`src/pca_pkg.sv`:
```
// ----------------------------------------------------------------------------
// pca_pkg
// Shared types, constants and the slot selection function of the PWM
// channel allocator.
// ----------------------------------------------------------------------------
package pca_pkg;

  localparam int NUM_CHANNELS = 16;
  localparam int NUM_TIMERS   = 4;
  localparam int CH_W         = 4;
  localparam int TMR_W        = 2;
  localparam int FREQ_W       = 27;
  localparam int RES_W        = 5;
  localparam int DUTY_W       = 17;
  localparam int FRAC_W       = 18;
  localparam int Q_BITS       = 16;
  localparam int SW_BASE      = 8;
  localparam int PROD_W       = FREQ_W + Q_BITS + 2;

  localparam logic [FREQ_W-1:0] CLOCK_RESET = FREQ_W'(80000000);
  localparam logic [RES_W-1:0]  MAX_RES     = RES_W'(16);
  localparam logic [DUTY_W-1:0] Q16_ONE     = DUTY_W'(65536);

  typedef enum logic [1:0] {
    CMD_ALLOC   = 2'd0,
    CMD_RELEASE = 2'd1,
    CMD_DUTY    = 2'd2,
    CMD_NOP     = 2'd3
  } cmd_e;

  typedef enum logic [1:0] {
    ST_OK         = 2'd0,
    ST_NO_CHANNEL = 2'd1,
    ST_NOT_IN_USE = 2'd2
  } status_e;

  // controller -> datapath
  typedef struct packed {
    logic             load;
    logic             scan;
    logic [TMR_W-1:0] scan_idx;
    logic             pick;
    logic             res_step;
    logic             exec;
  } dp_cmd_t;

  // datapath -> controller
  typedef struct packed {
    cmd_e cmd;
    logic res_done;
  } dp_stat_t;

  typedef struct packed {
    logic            found;
    logic [CH_W-1:0] slot;
  } pick_t;

  // Priority: paired odd slot, then free even slot, then software slot.
  // Lower tiers are evaluated first and overridden by higher ones; within a
  // tier the loop runs downward so the lowest timer wins.
  function automatic pick_t pick_slot(logic [NUM_CHANNELS-1:0] in_use,
                                      logic [NUM_TIMERS-1:0]   match);
    pick_t r;
    r = '0;
    for (int i = NUM_TIMERS - 1; i >= 0; i--) begin
      if (match[i] && !in_use[SW_BASE + 2*i + 1]) begin
        r.found = 1'b1;
        r.slot  = CH_W'(SW_BASE + 2*i + 1);
      end
      if (match[i] && !in_use[SW_BASE + 2*i]) begin
        r.found = 1'b1;
        r.slot  = CH_W'(SW_BASE + 2*i);
      end
    end
    for (int i = NUM_TIMERS - 1; i >= 0; i--) begin
      if (!in_use[2*i]) begin
        r.found = 1'b1;
        r.slot  = CH_W'(2*i);
      end
    end
    for (int i = NUM_TIMERS - 1; i >= 0; i--) begin
      if (in_use[2*i] && !in_use[2*i + 1] && match[i]) begin
        r.found = 1'b1;
        r.slot  = CH_W'(2*i + 1);
      end
    end
    return r;
  endfunction

endpackage

```
`src/pca_ctrl.sv`:
```
// ----------------------------------------------------------------------------
// pca_ctrl
// Command sequencer: dispatch, timer scan, slot pick, resolution trials,
// execute, result strobe.
// ----------------------------------------------------------------------------
module pca_ctrl
  import pca_pkg::*;
(
  input  logic     clk_i,
  input  logic     rst_ni,
  input  logic     start_i,
  input  dp_stat_t stat_i,
  output dp_cmd_t  cmd_o,
  output logic     busy_o,
  output logic     done_o
);

  typedef enum logic [5:0] {
    S_IDLE = 6'b000001,
    S_DISP = 6'b000010,
    S_SCAN = 6'b000100,
    S_PICK = 6'b001000,
    S_RES  = 6'b010000,
    S_EXEC = 6'b100000
  } state_e;

  state_e           state_q, state_d;
  logic [TMR_W-1:0] idx_q, idx_d;
  logic             done_q, done_d;

  always_comb begin
    state_d = state_q;
    idx_d   = idx_q;
    done_d  = 1'b0;
    cmd_o   = '0;
    cmd_o.scan_idx = idx_q;
    case (state_q)
      S_IDLE: begin
        if (start_i) begin
          cmd_o.load = 1'b1;
          state_d    = S_DISP;
        end
      end
      S_DISP: begin
        idx_d = '0;
        if (stat_i.cmd == CMD_ALLOC) begin
          state_d = S_SCAN;
        end else begin
          state_d = S_EXEC;
        end
      end
      S_SCAN: begin
        cmd_o.scan = 1'b1;
        idx_d      = idx_q + 1'b1;
        if (idx_q == TMR_W'(NUM_TIMERS - 1)) begin
          state_d = S_PICK;
        end
      end
      S_PICK: begin
        cmd_o.pick = 1'b1;
        state_d    = S_RES;
      end
      S_RES: begin
        cmd_o.res_step = 1'b1;
        if (stat_i.res_done) begin
          state_d = S_EXEC;
        end
      end
      S_EXEC: begin
        cmd_o.exec = 1'b1;
        done_d     = 1'b1;
        state_d    = S_IDLE;
      end
      default: begin
        state_d = S_IDLE;
      end
    endcase
  end

  always_ff @(posedge clk_i or negedge rst_ni) begin
    if (!rst_ni) begin
      state_q <= S_IDLE;
      idx_q   <= '0;
      done_q  <= 1'b0;
    end else begin
      state_q <= state_d;
      idx_q   <= idx_d;
      done_q  <= done_d;
    end
  end

  assign busy_o = (state_q != S_IDLE);
  assign done_o = done_q;

  // result strobes never come on consecutive cycles
  a_done_gap: assert property (@(posedge clk_i) disable iff (!rst_ni)
    done_q |=> !done_q)
    else $error("result strobe on consecutive cycles");

  // an accepted item leaves idle at once
  a_accept_busy: assert property (@(posedge clk_i) disable iff (!rst_ni)
    (start_i && state_q == S_IDLE) |=> state_q == S_DISP)
    else $error("accepted item not dispatched");

  // the scan covers exactly the timers, then the pick follows
  a_scan_end: assert property (@(posedge clk_i) disable iff (!rst_ni)
    (state_q == S_SCAN && idx_q == TMR_W'(NUM_TIMERS - 1)) |=> state_q == S_PICK)
    else $error("timer scan did not end in pick");

  // a finished resolution search goes straight to execute
  a_res_exit: assert property (@(posedge clk_i) disable iff (!rst_ni)
    (state_q == S_RES && stat_i.res_done) |=> (state_q == S_EXEC && !done_q))
    else $error("resolution search exit broken");

endmodule

```
`src/pca_dp.sv`:
```
// ----------------------------------------------------------------------------
// pca_dp
// Datapath: item registers, slot tables, frequency match scan, iterative
// resolution search, duty scaling and result registers.
// ----------------------------------------------------------------------------
module pca_dp
  import pca_pkg::*;
(
  input  logic                     clk_i,
  input  logic                     rst_ni,
  input  dp_cmd_t                  cmd_i,
  output dp_stat_t                 stat_o,
  input  logic                     cfg_we_i,
  input  logic [FREQ_W-1:0]        cfg_data_i,
  input  logic [1:0]               cmd_in_i,
  input  logic [FREQ_W-1:0]        frequency_i,
  input  logic [CH_W-1:0]          channel_i,
  input  logic signed [FRAC_W-1:0] duty_fraction_i,
  output logic [1:0]               status_o,
  output logic [CH_W-1:0]          granted_channel_o,
  output logic [RES_W-1:0]         resolution_bits_o,
  output logic [DUTY_W-1:0]        duty_count_o
);

  // configuration
  logic [FREQ_W-1:0] clk_hz_q;

  // item
  cmd_e                     op_q;
  logic [FREQ_W-1:0]        freq_q;
  logic [CH_W-1:0]          ch_q;
  logic signed [FRAC_W-1:0] frac_q;

  // slot tables
  logic [NUM_CHANNELS-1:0] in_use_q;
  logic [FREQ_W-1:0]       freq_mem_q [NUM_CHANNELS];
  logic [RES_W-1:0]        res_mem_q  [NUM_CHANNELS];

  // search
  logic [NUM_TIMERS-1:0] match_q;
  pick_t                 pick_q;
  logic [PROD_W-1:0]     mult_q;   // freq << p
  logic [RES_W-1:0]      p_q;
  logic [RES_W-1:0]      res_q;

  // results
  logic [1:0]        status_q;
  logic [CH_W-1:0]   granted_q;
  logic [RES_W-1:0]  resbits_q;
  logic [DUTY_W-1:0] duty_q;

  // scan read of even slot frequencies
  logic [CH_W-1:0]   scan_addr;
  logic              scan_eq;
  assign scan_addr = {cmd_i.scan_idx, 1'b0};
  assign scan_eq   = (freq_mem_q[scan_addr] == freq_q);

  // resolution trial: floor(clk/f) <= 2^p  <=>  clk < (2^p + 1) * f
  logic              freq_zero;
  logic              trial_ok;
  logic [RES_W-1:0]  res_val;
  assign freq_zero = (freq_q == '0);
  assign trial_ok  = ({{(PROD_W-FREQ_W){1'b0}}, clk_hz_q})
                     < (mult_q + {{(PROD_W-FREQ_W){1'b0}}, freq_q});

  always_comb begin
    if (freq_zero) begin
      res_val = (clk_hz_q != '0) ? MAX_RES : '0;
    end else if (trial_ok) begin
      res_val = (p_q == '0) ? '0 : p_q - 1'b1;
    end else begin
      res_val = MAX_RES;
    end
  end

  assign stat_o.cmd      = op_q;
  assign stat_o.res_done = !pick_q.found || freq_zero || trial_ok || (p_q == MAX_RES);

  // duty scaling for the addressed channel
  logic [RES_W-1:0]    rd_res;
  logic [DUTY_W-1:0]   frac_clamp;
  logic [2*DUTY_W-1:0] frac_shift;
  assign rd_res = res_mem_q[ch_q];

  always_comb begin
    if (frac_q[FRAC_W-1]) begin
      frac_clamp = '0;
    end else if (frac_q[FRAC_W-2:0] > Q16_ONE) begin
      frac_clamp = Q16_ONE;
    end else begin
      frac_clamp = frac_q[FRAC_W-2:0];
    end
  end

  assign frac_shift = {{DUTY_W{1'b0}}, frac_clamp} << rd_res;

  // control registers
  always_ff @(posedge clk_i or negedge rst_ni) begin
    if (!rst_ni) begin
      clk_hz_q <= CLOCK_RESET;
      in_use_q <= '0;
    end else begin
      if (cfg_we_i) begin
        clk_hz_q <= cfg_data_i;
      end
      if (cmd_i.exec) begin
        case (op_q)
          CMD_ALLOC: begin
            if (pick_q.found) begin
              in_use_q[pick_q.slot] <= 1'b1;
            end
          end
          CMD_RELEASE: begin
            in_use_q[ch_q] <= 1'b0;
          end
          default: begin
          end
        endcase
      end
    end
  end

  // payload registers
  always_ff @(posedge clk_i) begin
    if (cmd_i.load) begin
      op_q   <= cmd_e'(cmd_in_i);
      freq_q <= frequency_i;
      ch_q   <= channel_i;
      frac_q <= duty_fraction_i;
    end
    if (cmd_i.scan) begin
      match_q[cmd_i.scan_idx] <= scan_eq;
    end
    if (cmd_i.pick) begin
      pick_q <= pick_slot(in_use_q, match_q);
      mult_q <= {{(PROD_W-FREQ_W){1'b0}}, freq_q};
      p_q    <= '0;
    end
    if (cmd_i.res_step) begin
      if (stat_o.res_done) begin
        res_q <= res_val;
      end else begin
        mult_q <= {mult_q[PROD_W-2:0], 1'b0};
        p_q    <= p_q + 1'b1;
      end
    end
    if (cmd_i.exec) begin
      status_q  <= ST_OK;
      granted_q <= ch_q;
      resbits_q <= '0;
      duty_q    <= '0;
      case (op_q)
        CMD_ALLOC: begin
          if (pick_q.found) begin
            freq_mem_q[pick_q.slot] <= freq_q;
            res_mem_q[pick_q.slot]  <= res_q;
            granted_q <= pick_q.slot;
            resbits_q <= res_q;
          end else begin
            status_q  <= ST_NO_CHANNEL;
            granted_q <= '0;
          end
        end
        CMD_RELEASE: begin
          if (in_use_q[ch_q]) begin
            resbits_q <= rd_res;
          end else begin
            status_q <= ST_NOT_IN_USE;
          end
        end
        CMD_DUTY: begin
          if (in_use_q[ch_q]) begin
            resbits_q <= rd_res;
            duty_q    <= frac_shift[DUTY_W+Q_BITS-1:Q_BITS];
          end else begin
            status_q <= ST_NOT_IN_USE;
          end
        end
        default: begin
        end
      endcase
    end
  end

  assign status_o          = status_q;
  assign granted_channel_o = granted_q;
  assign resolution_bits_o = resbits_q;
  assign duty_count_o      = duty_q;

endmodule

```
`src/pwm_channel_allocator.sv`:
```
// ----------------------------------------------------------------------------
// pwm_channel_allocator
// Allocates 16 PWM channels on 4 shared timers, frees them and turns Q16
// duty fractions into compare counts.
// ----------------------------------------------------------------------------
// An item is taken when start_i is high and busy_o is low; exactly one
// result follows, shown for a single cycle with done_o high, and it must be
// captured then: there is no way to hold it. Allocate goes through a
// dispatch state, a scan comparing the frequency with each of the four
// timers' even slots, a pick state, one to seventeen resolution trials
// (one shift-add-compare per cycle, stopping at the first power of two
// that covers the clock/frequency period) and an execute state. Release,
// duty and the no-op command go from dispatch to execute. busy_o drops in the
// cycle that carries the strobe, so the next item may be accepted there.
// Write source_clock_hz through cfg_valid_i / cfg_data_i only while no item
// is pending; cfg_ready_o is always high. There is no clearing pass after
// reset: only occupancy bits and the clock setting are reset. The resolution
// table is used for occupied slots only; the scan reads all even slots.
// ----------------------------------------------------------------------------
module pwm_channel_allocator
  import pca_pkg::*;
(
  input  logic                     clk_i,
  input  logic                     rst_ni,
  // command channel
  input  logic                     start_i,
  output logic                     busy_o,
  input  logic [1:0]               cmd_i,
  input  logic [FREQ_W-1:0]        frequency_i,
  input  logic [CH_W-1:0]          channel_i,
  input  logic signed [FRAC_W-1:0] duty_fraction_i,
  // result
  output logic                     done_o,
  output logic [1:0]               status_o,
  output logic [CH_W-1:0]          granted_channel_o,
  output logic [RES_W-1:0]         resolution_bits_o,
  output logic [DUTY_W-1:0]        duty_count_o,
  // configuration: source_clock_hz
  input  logic                     cfg_valid_i,
  output logic                     cfg_ready_o,
  input  logic [FREQ_W-1:0]        cfg_data_i
);

  dp_cmd_t  dp_cmd;
  dp_stat_t dp_stat;

  assign cfg_ready_o = 1'b1;

  // sequencer
  pca_ctrl u_ctrl (
    .clk_i   (clk_i),
    .rst_ni  (rst_ni),
    .start_i (start_i),
    .stat_i  (dp_stat),
    .cmd_o   (dp_cmd),
    .busy_o  (busy_o),
    .done_o  (done_o)
  );

  // tables, search and result registers
  pca_dp u_dp (
    .clk_i             (clk_i),
    .rst_ni            (rst_ni),
    .cmd_i             (dp_cmd),
    .stat_o            (dp_stat),
    .cfg_we_i          (cfg_valid_i),
    .cfg_data_i        (cfg_data_i),
    .cmd_in_i          (cmd_i),
    .frequency_i       (frequency_i),
    .channel_i         (channel_i),
    .duty_fraction_i   (duty_fraction_i),
    .status_o          (status_o),
    .granted_channel_o (granted_channel_o),
    .resolution_bits_o (resolution_bits_o),
    .duty_count_o      (duty_count_o)
  );

endmodule
```
`config.mk`:
```
export PLATFORM = sky130hd
export DESIGN_NAME = pwm_channel_allocator
export DESIGN_NICKNAME = d
export VERILOG_FILES = /design/src/pca_pkg.sv /design/src/pca_ctrl.sv /design/src/pca_dp.sv /design/src/pwm_channel_allocator.sv
export SDC_FILE = /design/constraint.sdc
export NUM_CORES = 1
export LEC_CHECK = 0
export ABC_AREA = 1
export BUFFER_PORTS_ARGS = -buffer_cell sky130_fd_sc_hd__buf_2
export CAP_MARGIN = 25
export CORE_AREA = 2 2 207 209
export DETAILED_ROUTE_END_ITERATION = 6
export DIE_AREA = 0 0 209 211
export HOLD_SLACK_MARGIN = 0.05
export MAX_ROUTING_LAYER = met4
export PLACE_DENSITY = 0.68
export REMOVE_ABC_BUFFERS = 1
export SYNTH_ARGS = -nofsm -noshare
export SYNTH_HDL_FRONTEND = slang
export SYNTH_SLANG_ARGS = --single-unit
```
`constraint.sdc`:
```
create_clock -name clk_i -period 5.3 [get_ports clk_i]
set_clock_uncertainty 0.05 [all_clocks]
set_input_delay 1.325 -clock clk_i [delete_from_list [all_inputs] [get_ports clk_i]]
set_output_delay 1.325 -clock clk_i [all_outputs]
set_load 0.01 [all_outputs]
```
[Word level (Yosys, flattened, before mapping)]
Memory sizes are Yosys's and may differ from the RTL's. A register that Yosys moved wholly into a read port is not among the register bits.
Cells that the tools add are included.
Word-level totals
  register bits: 195
  RAM bits: 512
  input port bits: 82
  output and inout port bits: 31
  logic and storage cells: 173
  memories: 2
Memory list
  u_dp.freq_mem_q: depth 16, width 27, read ports 1, clocked after Yosys merged registers in 0, write ports 1, line pca_dp.sv:36  | logic [FREQ_W-1:0] freq_mem_q [NUM_CHANNELS];
  u_dp.res_mem_q: depth 16, width 5, read ports 1, clocked after Yosys merged registers in 1, write ports 1, line pca_dp.sv:37  | logic [RES_W-1:0] res_mem_q [NUM_CHANNELS];
Operators by class
  $add $sub $neg: 4
  $lt $le $gt $ge: 8
  equality and inequality tests: 16
  shifts and indexed selects: 1
  muxes and demuxes: 63
  bitwise logic cells: 7
  reductions and logical operators: 50
Operators by type and width (number)
  two-way mux 45 bit: 3
  two-way mux 5 bit: 10
  adder 45 x 27 -> 45 bit: 1
  < comparator 27 x 45 -> 1 bit: 1
  two-way mux 4 bit: 10
  two-way mux 17 bit: 2
  left shift 17 x 5 -> 33 bit: 1
  case mux 16 bit (2 select lines): 1
  case mux 6 bit (5 select lines): 1
  equality test 27 bit: 1
  zero test 27 bit: 1
  nonzero test 27 bit: 1
  two-way mux 6 bit: 4
  logical AND 1 bit: 19
  two-way mux 3 bit: 6
  greater-than comparator 17 bit (second input constant): 1
  bitwise AND 16 bit: 1
  two-way mux 16 bit: 1
  NOT 16 bit: 1
  OR 16 bit: 1
  two-way mux 1 bit: 15
  OR reduction 15 bit: 1
  zero test 1 bit: 13
  < comparator 4 x 5 -> 1 bit (second input constant): 2
  other kinds (35): 51

[Depth between registers and ports, before layout]
  word-level depth: 17
  mapped depth: 23
  mapped depth without buffers: 22

[Hierarchy]
From an unflattened synthesis, not the netlist that was laid out.
Unflattened totals
  cells, all modules: 2256
  area, all modules: 20258.2 µm²
By module, submodules not included
  pca_dp: times used 1, cells an instance 2194, area an instance 19726.4 µm², sequential area each 10605.2 µm²
  pca_ctrl: times used 1, cells an instance 60, area an instance 520.5 µm², sequential area each 226.5 µm²
  pwm_channel_allocator: times used 1, cells an instance 2, area an instance 11.3 µm², sequential area each 0.0 µm²

[Worst setup path after synthesis]
OpenSTA, ideal clock, no wires.
  path kind: in2reg
  start point: input start_i
  end point: register u_dp.ch_q[0] (enable)
  setup time: 0.470 ns
  arrival time: 3.703 ns
  required time: 4.780 ns
  slack: 1.076 ns
  cell stages on the path: 2
  path buffers: 0
  cell sequence: inv_1 > nor2_1
RTL lines
  start: declaration: line pwm_channel_allocator.sv:26  | input logic start_i,
  end signal: assignment: line pca_dp.sv:128  | ch_q <= channel_i;
  end: declaration: line pca_dp.sv:31  | logic [CH_W-1:0] ch_q;

[Worst setup path after layout]
  start point: register u_dp.freq_q[0]
  end point: register u_ctrl.state_q[3]
Between the ends
  word-level cells in the longest chain between the ends: 6
  elaborated cells on any way between the ends: 8
  classes of those cells: 1 x add/sub; 1 x order compare; 1 x eq/ne; 5 x reduce/logical
RTL lines
  start: declaration: line pca_dp.sv:30  | logic [FREQ_W-1:0] freq_q;
  start signal: assignment: line pca_dp.sv:127  | freq_q <= frequency_i;
  adder 45 x 27 -> 45 bit or zero test 27 bit (tied branches): line pca_dp.sv:64, pca_dp.sv:62
  < comparator 27 x 45 -> 1 bit or logical OR 1 bit (tied branches): line pca_dp.sv:64, pca_dp.sv:77
  logical OR 1 bit (*) (2 in a row): line pca_dp.sv:77  | assign stat_o.res_done = !pick_q.found || freq_zero || trial_ok || (p_q == MAX_RES);
  inequality test 2 bit (no line) (*)
  AND reduction 3 bit (no line) (*)
  end signal: assignment: line pca_ctrl.sv:86  | state_q <= state_d;
  end: declaration: line pca_ctrl.sv:27  | state_e state_q, state_d;
Mark *: on every way between the ends. The rest lies on a longest branch, timed or not.
A chain may end at the register's enable or synchronous reset.

==> flow_metrics.env <==
export IMPL_via_per_inst=5.49
export IMPL_area_growth_syn_to_layout_pct=12.0
export IMPL_ys_types=52
export IMPL_fillers=3744
export IMPL_ys_warn_count=0
export IMPL_r2r_start="u_dp.freq_q[0]"
export IMPL_ys_top_cells_by_area="edfxtp_1 (41%), nand2_1 (12%), inv_1 (5.7%)"
export IMPL_wl_per_cell_um=17.6
export IMPL_cts_buffers=42
export IMPL_hold_violations=0
export IMPL_core_um2=41800
export IMPL_antenna_cells=0
export IMPL_row_count=75
export IMPL_final_nets=2647
export IMPL_rsz0062_at_grt="no"
export IMPL_max_freq_mhz=223
export IMPL_required_ps=5690
export IMPL_cp_cell_sequence="ha_1 -> inv_1 -> fa_1 -> nand3b_1 -> nand2_1 -> nand2_1 -> nand2_1 -> nand2_1 -> nand2_1 -> xnor2_1 -> ha_1 -> nand2_1 -> or4_1 -> nor3_1 -> nand4_1 -> nand2_2 -> nand4_4 -> nand2_1 -> nor2_1"
export IMPL_die_area_um2=44100
export IMPL_fin_crit_ps=4490
export IMPL_r2r_end="u_ctrl.state_q[3]"
export IMPL_cts_hold_buf=0
export IMPL_slew_violations=0
export IMPL_share_clk_of_total_power=0.269
export IMPL_tightestPinTransition_ps=1020
export IMPL_place_gp_congestion=0.976
export IMPL_seqPwrFrac=0.360
export IMPL_crit_family="simple AND/OR/NAND/NOR gates"
export IMPL_rrSetupSlack_ps=810
export IMPL_fp_dieW_um=209
export IMPL_synthCells=2394
export IMPL_port_buffers=111
export IMPL_io_pin_count=113
export IMPL_clockBufferDepth=3
export IMPL_place_ws_ps=888
export IMPL_cp_slowest_cell="edfxtp_1"
export IMPL_clkSinkCount=387
export IMPL_grt_overflow=0
export IMPL_cellLeakagePower_nw=10.2
export IMPL_drive_gt1_frac=0.101
export IMPL_cts_resized=0
export IMPL_ys_async_sr_fraction=0.134
export IMPL_seq_area_frac_synth=0.523
export IMPL_seqCellArea_um2=10800
export IMPL_clk_pin_slew_ps=60
export IMPL_cts_tree="done"
export IMPL_synth_area_um2=20700
export IMPL_worstSetupEndpoint="u_ctrl.state_q[3]"
export IMPL_cts_htree_levels=2
export IMPL_yosysTopAreaCell="edfxtp_1"
export IMPL_synth_edf_count=281
export IMPL_die_h_um=211
export IMPL_irDropWorstVdd_mv=0.309
export IMPL_grt_pass1_wl_um=87700
export IMPL_drtPass1Iterations=6
export IMPL_cp_slowest_stage_delay_ps=500
export IMPL_path_class="reg -> reg"
export IMPL_finalSetupTns_ps=0
export IMPL_hold_path_class="reg -> reg"
export IMPL_cts_setup_buffers=0
export IMPL_power_frac_comb=0.371
export IMPL_timing_final_ws_setup_ps=807
export IMPL_cp_num_buf_inv=1
export IMPL_worst_path_stages=19
export IMPL_synth_ff_type="edfxtp_1"
export IMPL_routed_wl_um=54000
export IMPL_multiInputGateArea_um2=8380
export IMPL_p_int_w=0.00658
export IMPL_maxSlewHeadroom=0.320
export IMPL_drt_iter0_drc=1556
export IMPL_arrival_ps=4880
export IMPL_grt_max_degree=61
export IMPL_cp_end_kind="flip-flop"
export IMPL_initial_core_util=0.496
export IMPL_cp_common_cell="nand2_1"
export IMPL_powerDensity_nw_per_um2=466
export IMPL_switching_share=0.391
export IMPL_clock_tree_root_cell="clkbuf_16"
export IMPL_grt_pass1_vias=16400
export IMPL_track_usage=0.259
export IMPL_setup_violations=0
export IMPL_reg2reg_depth=19
export IMPL_status="finished clean"
export IMPL_crit_path_max_fanout=36
export IMPL_syn_avg_cell_area_um2=8.66
export IMPL_antenna_found_initial=0
export IMPL_crit_start="u_dp.freq_q[0]"
export IMPL_ant_nets=0
export IMPL_synth_seq_cells=387
export IMPL_drc_errors=0
export IMPL_post_route_period_util=0.848
export IMPL_clock_latency_ps=570
export IMPL_cp_start_kind="flip-flop"
export IMPL_power_switching_w=0.00423
export IMPL_vias=16900
export IMPL_maxCapViolCount=0
export IMPL_dpl_hpwl_um=38900
export IMPL_synth_top_area_frac=0.407
-- layer usage --
layer  track usage  vias to the layer above  wire length, um  share of wire
li1              -                     8255                -              -
met1         0.336                     7966            23900           0.44
met2         0.424                      531            25800           0.48
met3        0.0352                      114             2840          0.053
met4        0.0793                        0             1540          0.028
met5             -                        -                0              0
-- kinds of logic (layout without fill, tap and decap cells) --
group,Yosys count,after routing,synth area share
XOR/XNOR,58,58,0.0245
AO/OA/AOI/OAI,301,301,0.0813
multiplexers,36,36,0.0185
flip-flops,387,387,0.523
adder cells (fa/ha/maj),65,65,0.0396
buffers and inverters,393,531,0.0748
AND/OR/NAND/NOR,1153,1153,0.238
other,1,1,0.000181
-- cells in the mapped netlist, types with 9 or more instances --
master / count
inv_1: 312
buf_2: 12
o21ai_0: 134
dfxtp_1: 54
o22ai_1: 37
mux2i_1: 17
xnor2_1: 27
xor2_1: 31
nor2_1: 182
nand3_1: 166
nor4_1: 23
a21oi_1: 78
edfxtp_1: 281
clkbuf_1: 52
nand2_1: 652
a32oi_1: 10
nor3_1: 35
o211ai_1: 22
ha_1: 64
dfrtp_1: 43
nand4_1: 63
mux2_2: 19
dfstp_2: 9
-- power groups by stage --
stage	combinational (W)	sequential, W	clock, W
final	0.00402	0.00389	0.00290
after global routing	0.00456	0.00393	0.00308
after CTS	0.00398	0.00389	0.00296
after detailed placement	0.00395	0.00395	0
after global placement	0.00391	0.00394	0
after floorplan	0.00277	0.00390	0
-- placed cells by master (no fill, tap or decap), drive strengths merged, types with 5 or more instances in the layout --
cell,synthesis,final
a32oi,10,10
buf,24,138
o211ai,22,22
clkbuf,52,56
nor3,37,37
inv,315,316
xnor2,27,27
nand4,64,64
dfstp,9,9
mux2,19,19
nor4,24,24
nand2,657,657
xor2,31,31
o21ai,136,136
a31oi,7,7
a21oi,78,78
dfrtp,43,43
and2,5,5
ha,64,64
edfxtp,281,281
clkinv,2,14
mux2i,17,17
o22ai,37,37
nor2,190,190
dfxtp,54,54
nand3,167,167
-- sequential cells by signal, indices dropped and copies added (netlist names), 16 cells and up, named ones only --
register           flops
u_dp.freq_mem_q      108
u_dp.in_use_q         16
u_dp.clk_hz_q         27
u_dp.frac_q           18
u_dp.duty_count_o     17
u_dp.res_mem_q        80
u_dp.freq_q           27
u_dp.mult_q           45
-- how the worst min path moves through the flow --
| stage | startpoint | endpoint | slack [ps] | cells past startpoint |
|---|---|---|---|---|
| after floorplan | u_dp.mult_q[44] | u_dp.mult_q[44] | 370 | 2 |
| after global placement | u_dp.mult_q[44] | u_dp.mult_q[44] | 390 | 2 |
| after detailed placement | u_dp.mult_q[44] | u_dp.mult_q[44] | 410 | 2 |
| after CTS | u_dp.mult_q[44] | u_dp.mult_q[44] | 420 | 2 |
| after global routing | u_dp.mult_q[44] | u_dp.mult_q[44] | 430 | 2 |
| final | u_dp.mult_q[44] | u_dp.mult_q[44] | 410 | 2 |
-- worst min-delay path, cell delays in order, from the launching register on --
cell	delay, ps
dfxtp_1	320
nand2_1	60
inv_1	30
-- cell type report --
| class | count | share of cell area |
|---|---|---|
| repair buffers | 138 | 0.0332 |
| well taps | 539 | 0.0291 |
| clock inverters | 20 | 0.00954 |
| inverters | 317 | 0.0513 |
| multi-input cells | 1614 | 0.361 |
| flip-flops and latches | 387 | 0.467 |
| clock buffers | 56 | 0.0489 |
-- through the flow --
| stage | util | area (um^2) | total power, W | hold slack (ps) | std cells |
|---|---|---|---|---|---|
| after floorplan | - | 20400 | 0.00667 | 374 | 2318 |
| after global placement | 0.523 | 21800 | 0.00785 | 386 | 2994 |
| after detailed placement | 0.523 | 21800 | 0.00790 | 406 | 2994 |
| after CTS | 0.555 | 23200 | 0.0108 | 416 | 3070 |
| after global routing | 0.556 | 23200 | 0.0116 | 435 | 3071 |
| final | 0.556 | 23200 | 0.0108 | 407 | 3071 |
Power figures use the tool's default switching activity.
